$ cat src/rtl/segmented_memory_access_unit_defines.svh
// Assertion macros for the segmented memory access unit.
`ifndef SEGMENTED_MEMORY_ACCESS_UNIT_DEFINES_SVH
`define SEGMENTED_MEMORY_ACCESS_UNIT_DEFINES_SVH
`ifndef SYNTHESIS
// Check cons in the same cycle as ante.
`define SMAU_ASSERT_NOW(label, clk, rst_n, ante, cons) \
    label: assert property (@(posedge clk) disable iff (!rst_n) (ante) |-> (cons)) \
        else $error("segmented memory access unit: assertion failed");
// Check cons in the cycle after ante.
`define SMAU_ASSERT_NEXT(label, clk, rst_n, ante, cons) \
    label: assert property (@(posedge clk) disable iff (!rst_n) (ante) |=> (cons)) \
        else $error("segmented memory access unit: assertion failed");
`else
`define SMAU_ASSERT_NOW(label, clk, rst_n, ante, cons)
`define SMAU_ASSERT_NEXT(label, clk, rst_n, ante, cons)
`endif
`endif

$ cat src/rtl/smau_pkg.sv
// Shared types and constants of the segmented memory access unit.
package smau_pkg;

    localparam int NUM_SEGMENTS = 4;
    localparam int SEG_SLOTS    = 4;
    localparam int SEG_IW       = $clog2(SEG_SLOTS);
    localparam int MEM_BYTES    = 16384;
    localparam int MEM_AW       = $clog2(MEM_BYTES);

    localparam int ADDR_W       = 32;
    localparam int DATA_W       = 32;
    localparam int SEG_NUM_W    = 16;
    localparam int OFFSET_W     = 16;
    localparam int PHYS_W       = 17;
    localparam int NBYTES_W     = 3;
    localparam int MAX_BYTES    = 4;
    localparam int BASE_W       = 15;
    localparam int SIZE_W       = 16;
    localparam int LIMIT_W      = 16;

    localparam int CFG_IDX_W    = 4;
    localparam int CFG_DATA_W   = 16;
    localparam int CFG_NUM_REGS = 2 * SEG_SLOTS;

    typedef enum logic {
        OP_READ  = 1'b0,
        OP_WRITE = 1'b1
    } op_t;

    typedef enum logic [1:0] {
        ST_OK      = 2'd0,
        ST_BAD_SEG = 2'd1,
        ST_BOUNDS  = 2'd2
    } status_t;

    // Low bit of a register index picks base or size of a segment
    typedef enum logic {
        CFG_BASE = 1'b0,
        CFG_SIZE = 1'b1
    } cfg_kind_t;

    typedef enum logic [2:0] {
        S_CLEAR,
        S_IDLE,
        S_CALC,
        S_CHECK,
        S_ACCESS,
        S_DRAIN,
        S_RESP
    } state_t;

    // Segment lookup result; base and size are non-negative when ok is set
    typedef struct packed {
        logic                ok;
        logic [BASE_W-2:0]   base;
        logic [SIZE_W-2:0]   size;
    } seg_info_t;

    // One byte-wide memory access
    typedef struct packed {
        logic              we;
        logic              re;
        logic [MEM_AW-1:0] addr;
        logic [7:0]        wdata;
    } mem_req_t;

endpackage

$ cat src/rtl/smau_if.sv
// Request, response and configuration channel interfaces.
interface smau_in_if;
    import smau_pkg::*;
    logic                valid;
    logic                ready;
    logic                op;
    logic [ADDR_W-1:0]   logical_address;
    logic [NBYTES_W-1:0] access_bytes;
    logic [DATA_W-1:0]   write_data;
    modport source (output valid, op, logical_address, access_bytes, write_data,
                    input ready);
    modport sink (input valid, op, logical_address, access_bytes, write_data,
                  output ready);
endinterface

interface smau_out_if;
    import smau_pkg::*;
    logic              valid;
    logic              ready;
    logic [DATA_W-1:0] read_data;
    logic [PHYS_W-1:0] physical_address;
    logic [1:0]        status;
    modport source (output valid, read_data, physical_address, status, input ready);
    modport sink (input valid, read_data, physical_address, status, output ready);
endinterface


$ cat src/rtl/smau_ctrl.sv
// Sequencer: translation, bounds check and byte-serial memory transfer.
module smau_ctrl (
    input  logic                             clk,
    input  logic                             rst_n,
    smau_in_if.sink                          req,
    smau_out_if.source                       rsp,
    output logic [smau_pkg::SEG_NUM_W-1:0]   seg_num,
    input  smau_pkg::seg_info_t              seg_info,
    output smau_pkg::mem_req_t               mem_req,
    input  logic [7:0]                       mem_rdata
);
    import smau_pkg::*;

    localparam logic [MEM_AW-1:0] LAST_ADDR = MEM_AW'(MEM_BYTES - 1);

    state_t              state_reg, state_next;
    logic [MEM_AW-1:0]   addr_reg, addr_next;
    logic [NBYTES_W-1:0] cnt_reg, cnt_next;
    logic                rd_pend_reg, rd_pend_next;
    logic                out_valid_reg, out_valid_next;

    op_t                 op_reg, op_next;
    logic [SEG_NUM_W-1:0] seg_num_reg, seg_num_next;
    logic [OFFSET_W-1:0] offset_reg, offset_next;
    logic [NBYTES_W-1:0] nbytes_reg, nbytes_next;
    logic [DATA_W-1:0]   wdata_reg, wdata_next;
    logic [PHYS_W-1:0]   phys_reg, phys_next;
    logic [LIMIT_W-1:0]  limit_reg, limit_next;
    status_t             status_reg, status_next;
    logic [DATA_W-1:0]   shift_reg, shift_next;
    logic [DATA_W-1:0]   out_rdata_reg, out_rdata_next;
    logic [PHYS_W-1:0]   out_phys_reg, out_phys_next;
    status_t             out_status_reg, out_status_next;

    logic                accept;
    logic                out_room;
    logic [PHYS_W-1:0]   end_addr;
    logic                bounds_fail;
    logic [DATA_W-1:0]   wdata_aligned;

    assign req.ready = (state_reg == S_IDLE);
    assign accept    = req.valid && req.ready;
    assign out_room  = !out_valid_reg || rsp.ready;
    assign seg_num   = seg_num_reg;

    assign end_addr    = phys_reg + PHYS_W'(nbytes_reg);
    assign bounds_fail = (end_addr > {1'b0, limit_reg}) || (end_addr > PHYS_W'(MEM_BYTES));

    // Move the first byte to send into the top of the word
    always_comb
    begin
        case (nbytes_reg)
            3'd1:    wdata_aligned = {wdata_reg[7:0], 24'h000000};
            3'd2:    wdata_aligned = {wdata_reg[15:0], 16'h0000};
            3'd3:    wdata_aligned = {wdata_reg[23:0], 8'h00};
            default: wdata_aligned = wdata_reg;
        endcase
    end

    // Next state
    always_comb
    begin
        state_next = state_reg;
        unique case (state_reg)
            S_CLEAR:
            begin
                if (addr_reg == LAST_ADDR)
                begin
                    state_next = S_IDLE;
                end
            end
            S_IDLE:
            begin
                if (accept)
                begin
                    state_next = S_CALC;
                end
            end
            S_CALC:
            begin
                state_next = seg_info.ok ? S_CHECK : S_RESP;
            end
            S_CHECK:
            begin
                if (bounds_fail || (nbytes_reg == '0))
                begin
                    state_next = S_RESP;
                end
                else
                begin
                    state_next = S_ACCESS;
                end
            end
            S_ACCESS:
            begin
                if (cnt_reg == NBYTES_W'(1))
                begin
                    state_next = (op_reg == OP_READ) ? S_DRAIN : S_RESP;
                end
            end
            S_DRAIN:
            begin
                state_next = S_RESP;
            end
            S_RESP:
            begin
                if (out_room)
                begin
                    state_next = S_IDLE;
                end
            end
            default:
            begin
                state_next = S_IDLE;
            end
        endcase
    end

    // Memory port: zero sweep after reset, then one byte per cycle
    always_comb
    begin
        mem_req.we    = (state_reg == S_CLEAR) ||
                        ((state_reg == S_ACCESS) && (op_reg == OP_WRITE));
        mem_req.re    = (state_reg == S_ACCESS) && (op_reg == OP_READ);
        mem_req.addr  = addr_reg;
        mem_req.wdata = (state_reg == S_CLEAR) ? 8'h00 : shift_reg[DATA_W-1:DATA_W-8];
    end

    // Datapath updates
    always_comb
    begin
        addr_next       = addr_reg;
        cnt_next        = cnt_reg;
        rd_pend_next    = mem_req.re;
        out_valid_next  = out_valid_reg;
        op_next         = op_reg;
        seg_num_next    = seg_num_reg;
        offset_next     = offset_reg;
        nbytes_next     = nbytes_reg;
        wdata_next      = wdata_reg;
        phys_next       = phys_reg;
        limit_next      = limit_reg;
        status_next     = status_reg;
        shift_next      = shift_reg;
        out_rdata_next  = out_rdata_reg;
        out_phys_next   = out_phys_reg;
        out_status_next = out_status_reg;

        if (rsp.ready)
        begin
            out_valid_next = 1'b0;
        end

        case (state_reg)
            S_CLEAR:
            begin
                addr_next = addr_reg + MEM_AW'(1);
            end
            S_IDLE:
            begin
                // Capture the request, counts above four become four
                if (accept)
                begin
                    op_next      = op_t'(req.op);
                    seg_num_next = req.logical_address[ADDR_W-1:OFFSET_W];
                    offset_next  = req.logical_address[OFFSET_W-1:0];
                    nbytes_next  = (req.access_bytes > NBYTES_W'(MAX_BYTES)) ?
                                   NBYTES_W'(MAX_BYTES) : req.access_bytes;
                    wdata_next   = req.write_data;
                end
            end
            S_CALC:
            begin
                if (!seg_info.ok)
                begin
                    status_next = ST_BAD_SEG;
                    phys_next   = '0;
                end
                else
                begin
                    phys_next  = PHYS_W'(seg_info.base) + PHYS_W'(offset_reg);
                    limit_next = LIMIT_W'(seg_info.base) + LIMIT_W'(seg_info.size);
                end
            end
            S_CHECK:
            begin
                status_next = bounds_fail ? ST_BOUNDS : ST_OK;
                addr_next   = phys_reg[MEM_AW-1:0];
                cnt_next    = nbytes_reg;
                shift_next  = (op_reg == OP_READ) ? '0 : wdata_aligned;
            end
            S_ACCESS:
            begin
                addr_next = addr_reg + MEM_AW'(1);
                cnt_next  = cnt_reg - NBYTES_W'(1);
                if (op_reg == OP_WRITE)
                begin
                    shift_next = {shift_reg[DATA_W-9:0], 8'h00};
                end
            end
            S_RESP:
            begin
                if (out_room)
                begin
                    out_valid_next  = 1'b1;
                    out_rdata_next  = ((status_reg == ST_OK) && (op_reg == OP_READ)) ?
                                      shift_reg : '0;
                    out_phys_next   = phys_reg;
                    out_status_next = status_reg;
                end
            end
            default:
            begin
            end
        endcase

        // Shift in a returned read byte
        if (rd_pend_reg)
        begin
            shift_next = {shift_reg[DATA_W-9:0], mem_rdata};
        end
    end

    // Control registers
    always_ff @(posedge clk or negedge rst_n)
    begin
        if (!rst_n)
        begin
            state_reg     <= S_CLEAR;
            addr_reg      <= '0;
            cnt_reg       <= '0;
            rd_pend_reg   <= 1'b0;
            out_valid_reg <= 1'b0;
        end
        else
        begin
            state_reg     <= state_next;
            addr_reg      <= addr_next;
            cnt_reg       <= cnt_next;
            rd_pend_reg   <= rd_pend_next;
            out_valid_reg <= out_valid_next;
        end
    end

    // Payload registers
    always_ff @(posedge clk)
    begin
        op_reg         <= op_next;
        seg_num_reg    <= seg_num_next;
        offset_reg     <= offset_next;
        nbytes_reg     <= nbytes_next;
        wdata_reg      <= wdata_next;
        phys_reg       <= phys_next;
        limit_reg      <= limit_next;
        status_reg     <= status_next;
        shift_reg      <= shift_next;
        out_rdata_reg  <= out_rdata_next;
        out_phys_reg   <= out_phys_next;
        out_status_reg <= out_status_next;
    end

    assign rsp.valid            = out_valid_reg;
    assign rsp.read_data        = out_rdata_reg;
    assign rsp.physical_address = out_phys_reg;
    assign rsp.status           = out_status_reg;

endmodule

$ cat src/flat_wrapper.sv
// flat-port wrapper written by rule: the top's interface ports become plain ports
module smau_ctrl_flat import smau_pkg::*;
  (clk, rst_n, seg_num, seg_info, mem_req, mem_rdata, req_valid, req_op, req_logical_address, req_access_bytes, req_write_data, req_ready, rsp_valid, rsp_read_data, rsp_physical_address, rsp_status, rsp_ready);
  smau_in_if req_i ();
  smau_out_if rsp_i ();
  input  logic clk;
  input  logic rst_n;
  output logic [smau_pkg::SEG_NUM_W-1:0] seg_num;
  input  smau_pkg::seg_info_t seg_info;
  output smau_pkg::mem_req_t mem_req;
  input  logic [7:0] mem_rdata;
  input wire logic [$bits(req_i.valid)-1:0] req_valid;
  input wire logic [$bits(req_i.op)-1:0] req_op;
  input wire logic [$bits(req_i.logical_address)-1:0] req_logical_address;
  input wire logic [$bits(req_i.access_bytes)-1:0] req_access_bytes;
  input wire logic [$bits(req_i.write_data)-1:0] req_write_data;
  output wire logic [$bits(req_i.ready)-1:0] req_ready;
  output wire logic [$bits(rsp_i.valid)-1:0] rsp_valid;
  output wire logic [$bits(rsp_i.read_data)-1:0] rsp_read_data;
  output wire logic [$bits(rsp_i.physical_address)-1:0] rsp_physical_address;
  output wire logic [$bits(rsp_i.status)-1:0] rsp_status;
  input wire logic [$bits(rsp_i.ready)-1:0] rsp_ready;
  assign req_i.valid = req_valid;
  assign req_i.op = req_op;
  assign req_i.logical_address = req_logical_address;
  assign req_i.access_bytes = req_access_bytes;
  assign req_i.write_data = req_write_data;
  assign req_ready = req_i.ready;
  assign rsp_valid = rsp_i.valid;
  assign rsp_read_data = rsp_i.read_data;
  assign rsp_physical_address = rsp_i.physical_address;
  assign rsp_status = rsp_i.status;
  assign rsp_i.ready = rsp_ready;
  smau_ctrl u_core (.clk(clk), .rst_n(rst_n), .req(req_i), .rsp(rsp_i), .seg_num(seg_num), .seg_info(seg_info), .mem_req(mem_req), .mem_rdata(mem_rdata));
endmodule
$ cat config.mk
export PLATFORM = sky130hd
export DESIGN_NAME = smau_ctrl_flat
export DESIGN_NICKNAME = d
export VERILOG_FILES = /design/src/rtl/segmented_memory_access_unit_defines.svh /design/src/rtl/smau_pkg.sv /design/src/rtl/smau_if.sv /design/src/rtl/smau_ctrl.sv /design/src/flat_wrapper.sv
export SDC_FILE = /design/constraint.sdc
export NUM_CORES = 1
export LEC_CHECK = 0
export ABC_AREA = 1
export BUFFER_PORTS_ARGS = -buffer_cell sky130_fd_sc_hd__buf_2
export CAP_MARGIN = 20
export CORE_UTILIZATION = 56
export DETAILED_ROUTE_END_ITERATION = 6
export HOLD_SLACK_MARGIN = 0.05
export PLACE_DENSITY = 0.81
export SLEW_MARGIN = 20
export SYNTH_ARGS = -nofsm -noshare
export SYNTH_HDL_FRONTEND = slang
export SYNTH_SLANG_ARGS = --single-unit
$ cat constraint.sdc
create_clock -name clk -period 4.8 [get_ports clk]
set_input_delay 0.72 -clock clk [delete_from_list [all_inputs] [get_ports clk]]
set_output_delay 0.72 -clock clk [all_outputs]
set_load 0.05 [all_outputs]
=== After elaboration in Yosys (flattened, before gate mapping) ===
Cells that the tools add are included.
Widths: inputs -> output; s select.

* Latch bits: 0
* Logic and storage cells: 88
* Memories kept: 0
* Bits in read-only memories: 0
* RAM bits: 0
* Register bits: 208

* Equality and inequality tests: 17
* Add/subtract/negate cells: 5
* Reduce and logical (&&, ||, !) cells: 23
* Div/mod/pow operators: 0
* Bitwise logic cells: 1
* Order comparisons: 3
* Muxes and demuxes: 22
* Multipliers: 0
* Shift operators: 0

{| class="wikitable"
|+ Operator list
! operator !! count
|-
| $mux 32 || 3
|-
| $pmux 32 s3 || 1
|-
| $pmux 32 s2 || 1
|-
| $pmux 14 s2 || 1
|-
| $pmux 3 s7 || 1
|-
| $add 14x16->17 || 1
|-
| $add 17x3->17 || 1
|-
| $gt 17x15->1 const B || 1
|-
| $gt 17x16->1 || 1
|-
| $add 14x15->16 || 1
|-
| $mux 3 || 5
|-
| $add 14x1->14 const B || 1
|-
| $eq 14x14->1 const B || 1
|-
| $eq 3x2->1 const B || 4
|-
| $reduce_and 2->1 || 5
|-
| $eq 3x1->1 const B || 3
|-
| $eq 3x3->1 const B || 3
|-
| $mux 2 || 4
|-
| $mux 8 || 1
|-
| $logic_not 3->1 || 2
|-
| $ne 2x1->1 const B || 3
|-
| $pmux 3 s2 || 1
|-
| $reduce_bool 2->1 || 3
|-
| $logic_and 1x1->1 || 4
|-
| other kinds (13) || 19
|}

=== Logic depth before layout (Yosys ltp) ===
* Depth in word-level cells: 6
* Gate-level depth with buffers: 26

=== Worst setup path before layout ===
OpenSTA, ideal clock, no wires.

* Kind: register -> register
* From: register u_core.state_reg[1]
* To: register u_core.nbytes_reg[0], enable pin
* Setup time: 0.495 ns
* Path slack: 0.035 ns
* Path buffers: 0
* Arrival time: 4.271 ns
* Stages on the path, launching flop included: 6
* Cell sequence: dfrtp_1 > inv_1 > nand2_1 > nor2_1 > inv_1 > nor2_1

* Word-level cells in the longest chain between the ends: 3

{| class="wikitable"
|+ RTL lines
! item !! line !! text
|-
| from (decl) || smau_ctrl.sv:16 || <nowiki>state_t state_reg, state_next;</nowiki>
|-
| from (signal assigned) || smau_ctrl.sv:237 || <nowiki>state_reg <= state_next;</nowiki>
|-
| $eq 3x1->1 * || smau_ctrl.sv:41 || <nowiki>assign req.ready = (state_reg == S_IDLE);</nowiki>
|-
| via req_ready || flat_wrapper.sv:17 || <nowiki>output wire logic [$bits(req_i.ready)-1:0] req_ready;</nowiki>
|-
| $logic_and 1x1->1 || smau_ctrl.sv:42 || <nowiki>assign accept = req.valid && req.ready;</nowiki>
|-
| $reduce_and 2->1 (no source line) * || - ||
|-
| to (signal assigned) || smau_ctrl.sv:251 || <nowiki>nbytes_reg <= nbytes_next;</nowiki>
|-
| to (decl) || smau_ctrl.sv:25 || <nowiki>logic [NBYTES_W-1:0] nbytes_reg, nbytes_next;</nowiki>
|}

The timed path passes the listed nets; every way through them passes the cells marked *.
A chain may end at the register's enable or synchronous reset.

==> results.json <==
{
  "status": "complete, but fails checks",
  "violations": "DRC",
  "synth-simple-area-share": 0.1414,
  "wire_per_inst_um": 16.99,
  "clk_latency_ns": 0.52,
  "ys_warn_count": 0,
  "critical_path.cell_chain": "nor2_2, inv_2, nor2_1, inv_1, nor2_1, buf_2",
  "placed_cell_area_um2": 11670,
  "synth.avg_cell_area_um2": 10.24,
  "syn-num-nets": 1179,
  "p_clk_frac": 0.245,
  "synth_compound_gate_area_share": 0.1154,
  "post-dp-hpwl_mm": 18.77,
  "cellPowerDensity_nw_per_um2": 554.3,
  "drt-initial-drc-count": 737,
  "clock_skew_ns": 0.02404,
  "initial_utilization": 0.5750,
  "pwr-share-seq": 0.402,
  "fillers": 1406,
  "die_h_um": 138.3,
  "hold_viol": 0,
  "grt_pass1_wl_mm": 39.56,
  "grt_pass1_vias": 7736,
  "ctsResizeCount": 0,
  "mostFrequentLayoutCell": "buf_2",
  "dp_cells": 1432,
  "min_period_ns": 3.246,
  "max_cap_viol_count": 0,
  "io_buffer_count": 202,
  "cts.sinks": 208,
  "cts_tree": "built",
  "synth_seq_area_share": 0.5900,
  "ys.flop_type": "edfxtp_1",
  "drt-pass1-iter-count": 7,
  "cpMostUsedCell": "nor2_1",
  "gr-total-overflow": 0,
  "viasPerCell": 5.540,
  "combPwrFrac": 0.353,
  "die_x_um": 138.3,
  "critical_path_class": "register to output pin",
  "grt_max_degree": 69,
  "startpoint_type": "register",
  "drive_above_1_share": 0.2195,
  "grt_util_all_layers": 0.2635,
  "vias": 8160,
  "cts-root-buf": "clkbuf_16",
  "synthMuxAreaShare": 0,
  "drc_errors": 28,
  "async_flop_share": 0.1058,
  "synth_top_family_by_area": "simple AND/OR/NAND/NOR gates",
  "p_leak_uw": 0.005481,
  "ys_ff_latch": 208,
  "gp_congestion": 0.8679,
  "postLayoutCellArea_um2": 12400,
  "setup-tns-final_ns": 0,
  "hold-worst-slack_ns": 0.1807,
  "area_growth_pct": 19.23,
  "ys_types": 45,
  "rows": 49,
  "internal_power_uw": 4147,
  "slowest_delay_ns": 0.45,
  "hold_buffers": 0,
  "cts_buffers": 23,
  "layout.nets": 1391,
  "final_cells": 1473,
  "drv_slew": 0,
  "worst-endpoint-required_ns": 4.08,
  "setup_viol": 0,
  "min_period_over_period": 0.6763,
  "syn_area_um2": 10400,
  "relSlewSlack": 0.3922,
  "antenna_left": 0,
  "cts.path.max_buffers": 3,
  "io-pin-count": 203,
  "endpoint_kind": "output pin",
  "core_area_um2": 18090,
  "r2r_setup_slack_ns": 1.62,
  "clkSlewWorstSetupHoldPaths_ns": 0.06,
  "cp_data_arrival_time_ns": 2.53,
  "synthCells": 1016,
  "critPathSlowestCell": "dfrtp_1",
  "switchingPower_uw": 2727,
  "ir_drop_v": 0.0004379,
  "fp.dieArea_um2": 19120,
  "antenna_cells": 0,
  "htree_num_levels": 1,
  "synth_adder_area_share": 0.06593,
  "synth_xor_area_frac": 0.02081,
  "post_cts_buffers": 0,
  "cp_max_fo": 26,
  "wl_mm": 25.03,
  "rsz0062_at_grt": "no",
  "antenna_found_initial": 0,
  "final_cell_mix": "buf_2 (202), edfxtp_1 (186), nand2_1 (161), inv_1 (153), nor2_1 (102)",
  "clock.fmax_mhz": 308.1,
  "worstMarginPinSlew_ns": 0.9107,
  "synth_edf_count": 186,
  "swShare": 0.3967,
  "min_path_type": "input pin to asynchronous set/reset pin"
}
-- layer usage --
| metal | vias to the layer above | share of wire | global-route usage |
|---|---|---|---|
| met5 | - | 0 | 0 |
| li1 | 3932 | - | - |
| met1 | 3807 | 0.44 | 0.3814 |
| met3 | 42 | 0.088 | 0.05507 |
| met4 | 0 | 0.023 | 0.07924 |
| met2 | 379 | 0.44 | 0.4031 |
-- power groups by stage --
stage               clock network, uW  logic, uW  registers (uW)
floorplan                           0       1350            3180
global placement                    0       2350            2770
detailed placement                  0       2400            2790
CTS                              1710       2410            2760
global route                     1770       2640            2800
finish                           1680       2430            2760
-- final timing paths --
path | from | endpoint | cells past startpoint
max | u_core.state_reg[0] | mem_req[22] | 6
min | rst_n | u_core.addr_reg[9] | 1
max reg2reg | u_core.phys_reg[0] | u_core.status_reg[1] | 22
min reg2reg | u_core.status_reg[1] | u_core.rsp.status[1] | 0
max in group asynchronous | rst_n | u_core.cnt_reg[2] | 1
min in group clk | req_write_data[15] | u_core.wdata_reg[15] | 1
-- worst max-delay path, delay by kind of cell, from the launching register on --
kind,cells,cell delay (ns)
and+or+nand+nor,3,0.81
buffers and inverters,3,0.75
DFF,1,0.45
-- cells by family (layout without fill, tap and decap cells) --
kind of cell | after synthesis | in the layout
AOI/OAI and AO/OA | 205 | 205
xor gates and xnor gates | 23 | 23
adders and majority gates | 53 | 53
buffers and inverters | 181 | 409
DFF | 208 | 208
and+or+nand+nor | 346 | 346
-- per-stage QoR --
stage	setup WS (ns)	utilization	power, uW
finish	1.554	0.6856	6873
global route	1.327	0.6856	7217
CTS	1.581	0.6854	6874
detailed placement	1.698	0.6452	5188
global placement	1.771	0.6452	5126
floorplan	0.03473	-	4523
-- Yosys cell counts, types with 5 or more instances --
| library cell | count | share of area |
|---|---|---|
| clkbuf_1 | 14 | 0.0051 |
| nand2_2 | 6 | 0.0036 |
| nand3_1 | 46 | 0.022 |
| nor3_1 | 5 | 0.0024 |
| xnor2_1 | 8 | 0.0067 |
| o211ai_1 | 12 | 0.0087 |
| nand4_1 | 7 | 0.0042 |
| o21ai_1 | 7 | 0.0034 |
| edfxtp_1 | 186 | 0.54 |
| o21ai_0 | 79 | 0.038 |
| dfrtp_1 | 22 | 0.053 |
| a21oi_1 | 52 | 0.025 |
| o221ai_1 | 7 | 0.0059 |
| nand2_1 | 162 | 0.058 |
| inv_1 | 153 | 0.055 |
| nor2_1 | 104 | 0.038 |
| o22ai_1 | 18 | 0.011 |
| ha_1 | 50 | 0.060 |
| xor2_1 | 13 | 0.011 |
| a221oi_1 | 12 | 0.010 |
| inv_2 | 7 | 0.0025 |
| nor2_4 | 5 | 0.0054 |
-- area by class of cell --
| type | count | area, um^2 | share of cell area |
|---|---|---|---|
| timing repair buffer | 208 | 1056 | 0.08517 |
| clock buffer | 28 | 594.3 | 0.04793 |
| sequential | 208 | 6136 | 0.4949 |
| inverter | 160 | 600.6 | 0.04844 |
| clock inverter | 13 | 132.6 | 0.01070 |
| multi-input combinational | 627 | 3593 | 0.2898 |
| tap | 229 | 286.5 | 0.02311 |
Note: power is estimated with default switching activity, not from simulation.
