===== src/rtl/segmented_memory_access_unit_defines.svh =====
// Assertion macros for the segmented memory access unit.
`ifndef SEGMENTED_MEMORY_ACCESS_UNIT_DEFINES_SVH
`define SEGMENTED_MEMORY_ACCESS_UNIT_DEFINES_SVH
`ifndef SYNTHESIS
// Check cons in the same cycle as ante.
`define SMAU_ASSERT_NOW(label, clk, rst_n, ante, cons) \
    label: assert property (@(posedge clk) disable iff (!rst_n) (ante) |-> (cons)) \
        else $error("segmented memory access unit: assertion failed");
// Check cons in the cycle after ante.
`define SMAU_ASSERT_NEXT(label, clk, rst_n, ante, cons) \
    label: assert property (@(posedge clk) disable iff (!rst_n) (ante) |=> (cons)) \
        else $error("segmented memory access unit: assertion failed");
`else
`define SMAU_ASSERT_NOW(label, clk, rst_n, ante, cons)
`define SMAU_ASSERT_NEXT(label, clk, rst_n, ante, cons)
`endif
`endif


===== src/rtl/smau_pkg.sv =====
// Shared types and constants of the segmented memory access unit.
package smau_pkg;

    localparam int NUM_SEGMENTS = 4;
    localparam int SEG_SLOTS    = 4;
    localparam int SEG_IW       = $clog2(SEG_SLOTS);
    localparam int MEM_BYTES    = 16384;
    localparam int MEM_AW       = $clog2(MEM_BYTES);

    localparam int ADDR_W       = 32;
    localparam int DATA_W       = 32;
    localparam int SEG_NUM_W    = 16;
    localparam int OFFSET_W     = 16;
    localparam int PHYS_W       = 17;
    localparam int NBYTES_W     = 3;
    localparam int MAX_BYTES    = 4;
    localparam int BASE_W       = 15;
    localparam int SIZE_W       = 16;
    localparam int LIMIT_W      = 16;

    localparam int CFG_IDX_W    = 4;
    localparam int CFG_DATA_W   = 16;
    localparam int CFG_NUM_REGS = 2 * SEG_SLOTS;

    typedef enum logic {
        OP_READ  = 1'b0,
        OP_WRITE = 1'b1
    } op_t;

    typedef enum logic [1:0] {
        ST_OK      = 2'd0,
        ST_BAD_SEG = 2'd1,
        ST_BOUNDS  = 2'd2
    } status_t;

    // Low bit of a register index picks base or size of a segment
    typedef enum logic {
        CFG_BASE = 1'b0,
        CFG_SIZE = 1'b1
    } cfg_kind_t;

    typedef enum logic [2:0] {
        S_CLEAR,
        S_IDLE,
        S_CALC,
        S_CHECK,
        S_ACCESS,
        S_DRAIN,
        S_RESP
    } state_t;

    // Segment lookup result; base and size are non-negative when ok is set
    typedef struct packed {
        logic                ok;
        logic [BASE_W-2:0]   base;
        logic [SIZE_W-2:0]   size;
    } seg_info_t;

    // One byte-wide memory access
    typedef struct packed {
        logic              we;
        logic              re;
        logic [MEM_AW-1:0] addr;
        logic [7:0]        wdata;
    } mem_req_t;

endpackage


===== src/rtl/smau_if.sv =====


interface smau_cfg_if;
    import smau_pkg::*;
    logic                  valid;
    logic                  ready;
    logic [CFG_IDX_W-1:0]  index;
    logic [CFG_DATA_W-1:0] data;
    modport source (output valid, index, data, input ready);
    modport sink (input valid, index, data, output ready);
endinterface


===== src/rtl/smau_seg_table.sv =====
// Segment base and size registers with the segment lookup.
module smau_seg_table (
    input  logic                             clk,
    input  logic                             rst_n,
    smau_cfg_if.sink                         cfg,
    input  logic [smau_pkg::SEG_NUM_W-1:0]   seg_num,
    output smau_pkg::seg_info_t              seg_info
);
    import smau_pkg::*;

    logic [BASE_W-1:0] base_reg [SEG_SLOTS];
    logic [SIZE_W-1:0] size_reg [SEG_SLOTS];
    logic [SEG_IW-1:0] wr_seg;
    cfg_kind_t         wr_kind;
    logic [SEG_IW-1:0] sel;
    logic              in_range;

    assign cfg.ready = 1'b1;
    assign wr_seg    = cfg.index[SEG_IW:1];
    assign wr_kind   = cfg_kind_t'(cfg.index[0]);

    // Write a base or size register; drop indexes past the table
    always_ff @(posedge clk or negedge rst_n)
    begin
        if (!rst_n)
        begin
            for (int i = 0; i < SEG_SLOTS; i++)
            begin
                base_reg[i] <= '1;
                size_reg[i] <= '1;
            end
        end
        else if (cfg.valid && cfg.ready && (cfg.index < CFG_IDX_W'(CFG_NUM_REGS)))
        begin
            unique case (wr_kind)
                CFG_BASE: base_reg[wr_seg] <= cfg.data[BASE_W-1:0];
                CFG_SIZE: size_reg[wr_seg] <= cfg.data[SIZE_W-1:0];
            endcase
        end
    end

    // Look up the segment; a negative base or size marks it unused
    assign sel      = seg_num[SEG_IW-1:0];
    assign in_range = (seg_num < SEG_NUM_W'(NUM_SEGMENTS));

    always_comb
    begin
        seg_info.ok   = in_range && !base_reg[sel][BASE_W-1] && !size_reg[sel][SIZE_W-1];
        seg_info.base = base_reg[sel][BASE_W-2:0];
        seg_info.size = size_reg[sel][SIZE_W-2:0];
    end

endmodule


===== src/flat_wrapper.sv =====
// flat-port wrapper written by rule: the top's interface ports become plain ports
module smau_seg_table_flat import smau_pkg::*;
  (clk, rst_n, seg_num, seg_info, cfg_valid, cfg_index, cfg_data, cfg_ready);
  smau_cfg_if cfg_i ();
  input  logic clk;
  input  logic rst_n;
  input  logic [smau_pkg::SEG_NUM_W-1:0] seg_num;
  output smau_pkg::seg_info_t seg_info;
  input wire logic [$bits(cfg_i.valid)-1:0] cfg_valid;
  input wire logic [$bits(cfg_i.index)-1:0] cfg_index;
  input wire logic [$bits(cfg_i.data)-1:0] cfg_data;
  output wire logic [$bits(cfg_i.ready)-1:0] cfg_ready;
  assign cfg_i.valid = cfg_valid;
  assign cfg_i.index = cfg_index;
  assign cfg_i.data = cfg_data;
  assign cfg_ready = cfg_i.ready;
  smau_seg_table u_core (.clk(clk), .rst_n(rst_n), .cfg(cfg_i), .seg_num(seg_num), .seg_info(seg_info));
endmodule

===== config.mk =====
export PLATFORM = sky130hd
export DESIGN_NAME = smau_seg_table_flat
export DESIGN_NICKNAME = d
export VERILOG_FILES = /design/src/rtl/segmented_memory_access_unit_defines.svh /design/src/rtl/smau_pkg.sv /design/src/rtl/smau_if.sv /design/src/rtl/smau_seg_table.sv /design/src/flat_wrapper.sv
export SDC_FILE = /design/constraint.sdc
export NUM_CORES = 1
export LEC_CHECK = 0
export BUFFER_PORTS_ARGS = -buffer_cell sky130_fd_sc_hd__buf_2
export CAP_MARGIN = 25
export CORE_MARGIN = 8
export CORE_UTILIZATION = 50
export CTS_BUF_LIST = sky130_fd_sc_hd__clkbuf_4
export DETAILED_ROUTE_END_ITERATION = 12
export HOLD_SLACK_MARGIN = 0.05
export PLACE_DENSITY = 0.77
export SYNTH_ARGS = -nofsm -noshare
export SYNTH_HDL_FRONTEND = slang
export SYNTH_SLANG_ARGS = --single-unit

===== constraint.sdc =====
create_clock -name clk -period 1.2 [get_ports clk]
set_input_delay 0.24 -clock clk [delete_from_list [all_inputs] [get_ports clk]]
set_output_delay 0.24 -clock clk [all_outputs]
set_load 0.01 [all_outputs]

=== After elaboration in Yosys (flattened, before gate mapping) ===
Cells that the tools add are included.
Widths: inputs -> output; s select.

* Register bits: 124
* Bits of input ports: 39
* Output and inout port bits: 31
* Word-level logic and storage cells: 36

* Magnitude comparators: 5
* Muxes and demuxes: 12
* Bitwise operators: 3
* Reductions and logical operators: 8

{| class="wikitable"
|+ Operators with widths
! operator !! count
|-
| $bwmux 64 || 1
|-
| $bwmux 60 || 1
|-
| $mux 16 || 3
|-
| $mux 15 || 3
|-
| $bmux 16 s2 || 1
|-
| $demux 16 s2 || 1
|-
| $bmux 15 s2 || 1
|-
| $demux 15 s2 || 1
|-
| $lt 16x3->1 const B || 1
|-
| $ge 3x3->1 const B || 2
|-
| $not 2->3 || 2
|-
| $logic_and 1x1->1 || 4
|-
| $lt 4x4->1 const B || 1
|-
| $reduce_and 2->1 || 2
|-
| $lt 3x1->1 const B || 1
|-
| $logic_not 1->1 || 2
|-
| $not 1->1 || 1
|}

=== Depth between registers and ports, before layout ===
Gate-level depths: netlist of the first run.

* Word-level depth: 7
* Depth in mapped cells: 6
* Depth with buffers taken out: 3

=== Worst setup path before layout of the first run ===
Ideal clock, no wire load.

* Path type: in2reg
* Start: input port cfg_index[0]
* End: register u_core.base_reg[10] (netlist bit)
* Library setup time: 0.082 ns
* Arrival time: 1.316 ns
* Required time: 1.118 ns
* Path slack: -0.198 ns
* Stages: 5
* Path buffers: 2
* Cell sequence: nor3b_4 and3_1 buf_6 buf_12 mux2_4

* Word-level cells in the longest chain between the ends: 3
* Elaborated cells between the ends (all ways): 4
* Classes of those cells: 1 x order compare; 1 x bitwise; 2 x reduce/logical

{| class="wikitable"
|+ Ends and longest elaborated chain
! item !! RTL line !! RTL
|-
| start, declared || flat_wrapper.sv:10 || <nowiki>input wire logic [$bits(cfg_i.index)-1:0] cfg_index;</nowiki>
|-
| $lt 4x4->1 || smau_seg_table.sv:33 || <nowiki>else if (cfg.valid && cfg.ready && (cfg.index < CFG_IDX_W'(CFG_NUM_REGS)))</nowiki>
|-
| $logic_and 1x1->1 || smau_seg_table.sv:33 ||
|-
| $reduce_and 2->1 (no source line) * || - ||
|-
| end signal, assigned by index || smau_seg_table.sv:36 || <nowiki>CFG_BASE: base_reg[wr_seg] <= cfg.data[BASE_W-1:0];</nowiki>
|-
| end, declared || smau_seg_table.sv:11 || <nowiki>logic [BASE_W-1:0] base_reg [SEG_SLOTS];</nowiki>
|}

Every way passes the cells marked *; elsewhere a longest branch is shown, timed or not.
A chain may end at the register's enable or synchronous reset.

==> flow_summary.yaml, run 1 <==
run_status:
  outcome: "finished with violations"
  violations: "setup timing"
route:
  wl_um: 12100
  wl_per_cell_um: 20.6
  viasPerCell: 5.50
  route.detailed.drc: 0
  firstDrtPassIters: 4
  vias: 3242
  dr.first_iter.drc_count: 182
  antenna_left: 0
grt:
  first_global_vias: 3693
  grt_pass1_wl_um: 19600
  antenna_found_initial: 0
  overflow: 0
  grtUsageTotal: 0.173
  grt_max_degree: 42
sta:
  setup_viol: 30
  timing.hold.ws_ns: 0.339
  post-route-period-util: 1.51
  rsz0062_at_grt: "yes"
  hold_violations: 0
  period_needed_ns: 1.81
  fmax_mhz: 551
  clock-skew-final_ns: 0
  fin_ws_ns: -0.613
  drv_slew: 0
cells_and_area:
  area.growth.synth_to_final_pct: 26.8
  antenna_cells: 0
  fin_util: 0.644
  regArea_sq_um: 3260
  fillers: 805
  fin_nets: 472
  drive_gt1_frac: 0.933
  multi_input_area_sq_um: 2420
  largest_reg_flops: 64
synthesis:
  synth_area_sq_um: 5720
  synth.distinct_cells: 27
  synth_nets: 360
  ys_seq_elements: 124
  seq_area_frac_synth: 0.569
  synth_edf_count: 0
  synth-async-reset-ratio: 1.00
  syn_inst: 321
  yosysWarnings: 0
  synth_top_area_share: 0.569
  synth_top_cell_by_area: "dfstp_2"
  syn_avg_cell_area_sq_um: 17.8
  dominantRegCellSynth: "dfstp_2"
  synth_area_leaders: "dfstp_2 (57%), mux2_2 (22%), mux4_2 (11%)"
worst_setup_path:
  rrSetupSlack_ns: 0.38
  timing.rr.end: "u_core.base_reg[59]"
  r2r_start: "u_core.base_reg[59]"
  reg2reg_depth: 2
  crit_path_start_kind: "flip-flop"
  worstPathRequired_ns: 0.96
  end_kind: "output pin"
  crit_fanout: 2
  path_class: "flip-flop to output pin"
  arrival_ns: 1.57
cts:
  clk_latency_ns: 0.53
  clock_sinks: 124
  clk_pin_slew_ns: 0.11
  htreeDepth: 4
  cts_buffer_depth: 2
  root_buffer: "clkbuf_4"
  numCtsBuffers: 17
  cts_tree: "built"
floorplan:
  die_h_um: 123
  die_area_sq_um: 15100
  ioPinCount: 70
  core_sq_um: 11300
  initial_utilization: 0.508
  die_w_um: 123
  rows: 39
hold_path:
  hold_class: "primary input to asynchronous set/reset pin"
power_and_ir_drop:
  p_leak_uw: 0.00300
  p_per_area_nw_per_um2: 1740
  peakVddDrop_mv: 1.33
placed_design:
  place_congestion: 0.733
  dp_hpwl_um: 8210
  portBuffers: 68
flow_run:
  cap_violations: 0
logic make-up (layout without fill, tap and decap cells):
family                 Yosys count  count (layout)  share of synthesized area
muxes                          153             153                      0.365
and+or+nand+nor                 18              18                     0.0319
buffers and inverters           19             144                     0.0271
other                            1               1                   0.000655
DFF                            124             124                      0.569
AOI/OAI and AO/OA                6               6                    0.00656
worst max-delay path by stage:
stage,from,end,slack (ns),cells after the start
final,u_core.base_reg[3],seg_info[18],-0.61,2
after global placement,seg_num[15],seg_info[29],-0.32,6
after detailed placement,seg_num[14],seg_info[29],-0.37,6
after global routing,u_core.base_reg[14],seg_info[29],-0.69,4
after CTS,u_core.base_reg[3],seg_info[18],-0.66,2
after floorplan,cfg_index[3],u_core.size_reg[29],-0.20,4
cells in the mapped netlist (2+ instances only):
library cell,n
mux2_1,3
buf_4,2
mux2_4,10
buf_1,3
mux4_2,29
buf_6,7
dfstp_2,124
buf_2,5
mux2_2,111
o21ai_0,2
nor2_1,2
nand3b_4,3
o21bai_1,2
nor3b_4,3
nor4_1,3
stage by stage:
step | TNS, ns | std cells | setup slack [ns] | instance area [sq um] | power (uW)
finish | -17.00 | 589 | -0.613 | 7260 | 12700
detailed placement | -31.54 | 540 | -0.371 | 6570 | 8930
global route | -19.34 | 589 | -0.685 | 7260 | 13300
global placement | -28.46 | 540 | -0.316 | 6570 | 8770
CTS | -18.55 | 589 | -0.661 | 7200 | 12700
floorplan | -6.72 | 321 | -0.198 | 5850 | 7990
what timing repair did:
item                       4_1_cts  5_1_grt
pin swaps                        5        3
setup buffers                    1        0
gates resized for setup         21       11
setup endpoints to repair       30       30
hold endpoints to repair       248        0
hold buffers                    17        0
worst max-delay path: stages (launching register included):
cell	delay, ns
dfstp_2	0.38
mux4_2	0.51
buf_6	0.15
placed cells by master (no fill, tap or decap), types with 2 or more instances in the layout:
master,Yosys,routed
buf_12,1,15
o21bai_1,2,2
clkinvlp_4,0,3
buf_4,2,13
mux2_2,111,92
clkbuf_4,0,20
dfstp_2,124,124
bufinv_16,0,5
clkinv_2,0,2
nand2_2,1,2
nor4_1,3,3
mux4_2,29,29
buf_6,7,24
buf_2,5,43
mux2_4,10,31
dlygate4sd3_1,0,17
nor3b_4,3,3
nand3b_4,3,3
power by group:
group,switching (uW),internal [uW],leakage [uW]
sequential,488,5850,0.00130
clock,1540,1920,0.000177
combinational,996,1870,0.00152
layout make-up:
cell class / instances / area share
Clock inverter: 12 / 0.0269
Tap cell: 143 / 0.0247
Clock buffer: 20 / 0.0207
Timing Repair Buffer: 112 / 0.145
Multi-Input combinational cell: 178 / 0.334
Sequential cell: 124 / 0.449
layer usage:
layer  vias up  global-route usage  wire length (um)
met5         -                   0                 0
met4         0              0.0497               114
li1       1439                   -                 -
met1      1719               0.225              5540
met2        75               0.271              5830
met3         9              0.0594               653
No activity file was read; power rests on OpenSTA's default activity.
==> run 2: changes to the inputs <==
BUFFER_PORTS_ARGS = default   (was -buffer_cell sky130_fd_sc_hd__buf_2)
DONT_BUFFER_PORTS = 1   (was default)
HOLD_SLACK_MARGIN = default   (was 0.05)
PLACE_DENSITY = default   (was 0.77)
PLACE_DENSITY_LB_ADDON = 0.15   (was default)
==> run 2 against run 1 <==
  * The run ends with hold timing, setup timing left
  * Count of clock-buffer cells in the layout up 1
  * Sequential share of layout area up 5.3 points
  * Setup slack better by 0.040 ns
  * Clock skew unchanged
  * Total power down 14%
==> flow_summary.yaml, run 2 (same netlist as run 1, synthesis figures left out) <==
floorplan:
  core_sq_um: 11300
  die_w_um: 123
  die_area_sq_um: 15100
  rows: 39
  ioPinCount: 70
  initial_utilization: 0.508
  die_h_um: 123
route:
  firstDrtPassIters: 4
  wl_um: 11400
  viasPerCell: 5.68
  route.detailed.drc: 0
  vias: 2913
  dr.first_iter.drc_count: 134
  antenna_left: 0
  wl_per_cell_um: 22.1
placed_design:
  dp_hpwl_um: 7010
  portBuffers: 0
  place_congestion: 0.676
  place_area_sq_um: 6070
  dp.cells: 461
power_and_ir_drop:
  p_per_area_nw_per_um2: 1670
  p_leak_uw: 0.00256
  peakVddDrop_mv: 0.920
worst_setup_path:
  end_kind: "output pin"
  worstPathRequired_ns: 0.96
  rrSetupSlack_ns: 0.38
  arrival_ns: 1.53
  r2r_start: "u_core.base_reg[7]"
  timing.rr.end: "u_core.base_reg[7]"
  crit_fanout: 2
  path_class: "flip-flop to output pin"
  crit_path_start_kind: "flip-flop"
  reg2reg_depth: 2
grt:
  grt_max_degree: 125
  grtUsageTotal: 0.162
  overflow: 0
  grt_pass1_wl_um: 18200
  first_global_vias: 3180
  antenna_found_initial: 2
cells_and_area:
  layout_commonest_cell: "dfstp_2"
  final_area_sq_um: 6500
  stdcell_count: 513
  area.growth.synth_to_final_pct: 13.5
  fin_nets: 394
  fillers: 886
  drive_gt1_frac: 0.910
  largest_reg_flops: 64
  final_cell_mix: "dfstp_2 (124), mux2_2 (92), mux2_4 (31)"
sta:
  hold_violations: 124
  rsz0062_at_grt: "yes"
  fin_ws_ns: -0.573
  clock-skew-final_ns: 0
  timing.hold.ws_ns: -0.439
  post-route-period-util: 1.48
  drv_slew: 0
  fmax_mhz: 564
  period_needed_ns: 1.77
  setup_viol: 30
cts:
  clk_latency_ns: 0.51
  root_buffer: "clkbuf_4"
  clk_pin_slew_ns: 0.10
  cts_hold_buffers: 16
  clock_sinks: 124
  cts_buffer_depth: 2
  numCtsBuffers: 17
  htreeDepth: 4
  cts_tree: "built"
run_status:
  outcome: "finished with violations"
  violations: "hold timing, setup timing"
flow_run:
  cap_violations: 0
hold_path:
  hold_class: "primary input to asynchronous set/reset pin"
-- run 2: cell count changes in the layout (fill, tap and decap cells not counted), moves of 2 or more --
cell	delta
buf_12	-6
buf_2	-43
buf_4	-4
buf_6	-24
bufinv_16	-4
clkinv_1	+3
clkinv_2	+3
clkinvlp_4	-2
diode_2	+2
-- run 2: critical path, stage by stage (launching register included) --
cell and delay [ns]:
dfstp_2 0.38, o21bai_1 0.12, a21boi_1 0.09, nor3_2 0.26, buf_4 0.18
-- run 2: worst max-delay path by stage --
stage	from	end	slack, ns	cells after the start
after floorplan	cfg_index[3]	u_core.size_reg[29]	-0.20	4
after global placement	seg_num[13]	seg_info[29]	-0.20	5
after detailed placement	seg_num[13]	seg_info[29]	-0.24	5
after CTS	u_core.size_reg[47]	seg_info[29]	-0.65	4
after global routing	u_core.size_reg[15]	seg_info[29]	-0.65	4
final	u_core.size_reg[47]	seg_info[29]	-0.57	4
-- run 2: area by class of cell --
| class | count | area (sq um) | share of cell area |
|---|---|---|---|
| multi-input cells | 178 | 2410 | 0.371 |
| well taps | 143 | 179 | 0.0275 |
| clock buffers | 21 | 158 | 0.0243 |
| repair buffers | 34 | 408 | 0.0628 |
| flip-flops and latches | 124 | 3260 | 0.501 |
| diodes | 2 | 5.00 | 0.000770 |
| clock inverters | 11 | 77.6 | 0.0119 |
-- run 2: timing repair --
item                       4_1_cts  5_1_grt
pin swaps                        3        4
cloned                           0        0
resized for setup                2        4
hold endpoints to repair       248      124
setup endpoints to repair       30       30
buffers inserted                 2        1
-- run 2: stage by stage --
step	setup TNS, ns	worst slack [ns]	hold slack, ns	utilization	power, uW
floorplan	-6.72	-0.198	0.0922	-	7990
finish	-13.25	-0.573	-0.439	0.576	10900
CTS	-15.18	-0.650	-0.489	0.575	11000
global route	-15.75	-0.649	-0.507	0.576	11500
detailed placement	-5.26	-0.245	0.103	0.538	8340
global placement	-4.58	-0.199	0.103	0.538	8210
-- run 2: power breakdown --
part	switching, uW	internal [uW]
clock	1420	1070
combinational	689	1380
sequential	473	5840
total	2580	8290
-- run 2: layer usage --
| layer | track usage | routed length, um | vias to the layer above |
|---|---|---|---|
| li1 | - | - | 1278 |
| met5 | 0 | 0 | - |
| met2 | 0.255 | 5700 | 57 |
| met1 | 0.204 | 4980 | 1571 |
| met3 | 0.0575 | 592 | 7 |
| met4 | 0.0564 | 87 | 0 |
==> run 3: changes to the inputs <==
REMOVE_ABC_BUFFERS = 1   (was default)
SLEW_MARGIN = 15   (was default)
==> run 3 against run 2 <==
  * The flow still finishes with violations (hold timing, setup timing)
  * Count of clock-buffer cells in the layout decreased by 1
  * Sequential cell count is the same
  * Die area unchanged
  * Setup slack improved by 0.053 ns
  * Clock power is 2% lower
  * Final cell count down 0.78%
  * First-iteration DRC count up 54%
  * Sequential share of layout area is 0.96 points higher
  * Total power down 1.7%
  * Via count down 1.7%
  * Combinational power fell by 7%
  * Largest cell class unchanged
  * Highest routed layer unchanged
==> flow_summary.yaml, run 3 (same netlist as run 1, synthesis figures left out) <==
run_status:
  outcome: "finished with violations"
  violations: "hold timing, setup timing"
power_and_ir_drop:
  p_leak_uw: 0.00249
  peakVddDrop_mv: 0.949
  pwr-share-comb: 0.181
  power.switching_uw: 2550
  p_seq_frac: 0.590
  p_sw_frac: 0.239
  clock_power_share: 0.229
  p_per_area_nw_per_um2: 1680
  p_int_uw: 8140
floorplan:
  die_h_um: 123
  core_sq_um: 11300
  initial_utilization: 0.508
  die_w_um: 123
  rows: 39
  die_area_sq_um: 15100
  ioPinCount: 70
cells_and_area:
  antenna_cells: 0
  fin_nets: 392
  final_cell_mix: "dfstp_2 (124), mux2_2 (111), mux4_2 (29)"
  drive_gt1_frac: 0.888
  largest_reg_flops: 64
  layout_commonest_cell: "dfstp_2"
  fillers: 901
  area.growth.synth_to_final_pct: 11.4
sta:
  drv_slew: 0
  hold_violations: 124
  period_needed_ns: 1.72
  fin_ws_ns: -0.520
  post-route-period-util: 1.43
  setup_viol: 30
  rsz0062_at_grt: "yes"
  fmax_mhz: 581
  final.setup.tns_ns: -13.14
  clock-skew-final_ns: 0
  timing.hold.ws_ns: -0.442
route:
  wl_per_cell_um: 21.9
  vias: 2863
  viasPerCell: 5.62
  firstDrtPassIters: 4
  route.detailed.drc: 0
  antenna_left: 0
  dr.first_iter.drc_count: 206
  wl_um: 11200
worst_setup_path:
  path_class: "flip-flop to output pin"
  crit_fanout: 2
  timing.rr.end: "u_core.size_reg[36]"
  arrival_ns: 1.48
  end_kind: "output pin"
  rrSetupSlack_ns: 0.46
  reg2reg_depth: 1
  r2r_start: "u_core.size_reg[36]"
  crit_path_start_kind: "flip-flop"
  worstPathRequired_ns: 0.96
cts:
  numCtsBuffers: 17
  cts_tree: "built"
  clk_latency_ns: 0.50
  cts_buffer_depth: 2
  root_buffer: "clkbuf_4"
  htreeDepth: 4
  clock_sinks: 124
  clk_pin_slew_ns: 0.11
  cts_hold_buffers: 16
grt:
  grt_pass1_wl_um: 18100
  grt_max_degree: 125
  grtUsageTotal: 0.162
  antenna_found_initial: 0
  overflow: 0
  first_global_vias: 3185
placed_design:
  place_congestion: 0.688
  pre_cts_slack_ns: -0.127
  dp_hpwl_um: 7100
  portBuffers: 0
hold_path:
  hold_class: "primary input to asynchronous set/reset pin"
flow_run:
  cap_violations: 0
-- run 3: cell types whose count changed in the layout (fill, tap and decap cells not counted), sizes merged --
cell    change
buf         -2
clkbuf      -1
diode       -2
clkinv      +1
-- run 3: layout make-up --
| class | instances | area, sq um | area share |
|---|---|---|---|
| clock inverter | 12 | 80.1 | 0.0126 |
| timing repair buffer | 32 | 393 | 0.0616 |
| tap | 143 | 179 | 0.0281 |
| clock buffer | 20 | 150 | 0.0236 |
| sequential | 124 | 3260 | 0.511 |
| multi-input combinational | 178 | 2310 | 0.363 |
-- run 3: worst max-delay path by stage --
stage | start | endpoint | slack, ns | cells past startpoint
floorplan | cfg_index[0] | u_core.base_reg[0] | -0.49 | 3
global placement | u_core.base_reg[14] | seg_info[29] | -0.1 | 4
detailed placement | cfg_index[3] | u_core.size_reg[34] | -0.13 | 4
CTS | u_core.base_reg[44] | seg_info[29] | -0.61 | 4
global route | u_core.base_reg[44] | seg_info[29] | -0.66 | 4
finish | u_core.base_reg[14] | seg_info[29] | -0.52 | 4
-- run 3: power by group through the flow --
| stage | logic (uW) | clock network (uW) | registers (uW) |
|---|---|---|---|
| 3_5_place_dp | 1870 | 0 | 6380 |
| 5_1_grt | 2100 | 2750 | 6460 |
| 6_report | 1930 | 2450 | 6310 |
| 4_1_cts | 1970 | 2560 | 6320 |
| 2_1_floorplan | 1630 | 0 | 6180 |
| 3_3_place_gp | 1820 | 0 | 6320 |
-- run 3: repair_timing --
action,in CTS,in global routing
buffers inserted,0,0
hold endpoints to repair,248,124
setup endpoints to repair,30,30
pin swaps,0,0
resized for setup,2,2
-- run 3: critical path: stages, from the launching register on --
cell      delay (ns)
dfstp_2         0.55
o21ai_2         0.05
a21boi_1        0.16
nor3_1          0.07
buf_4           0.14
-- run 3: routing by layer --
layer,vias to the layer above,wire length (um),global-route usage
li1,1279,-,-
met1,1523,4730,0.200
met2,53,5660,0.257
met3,8,677,0.0685
met4,0,82,0.0474
met5,-,0,0
-- run 3: through the flow --
step	area [sq um]	utilization	cells	power, uW
4_1_cts	6370	0.565	509	10900
2_1_floorplan	5570	-	302	7810
6_report	6370	0.566	509	10700
5_1_grt	6370	0.566	509	11300
3_5_place_dp	5980	0.531	461	8260
3_3_place_gp	5980	0.531	461	8140
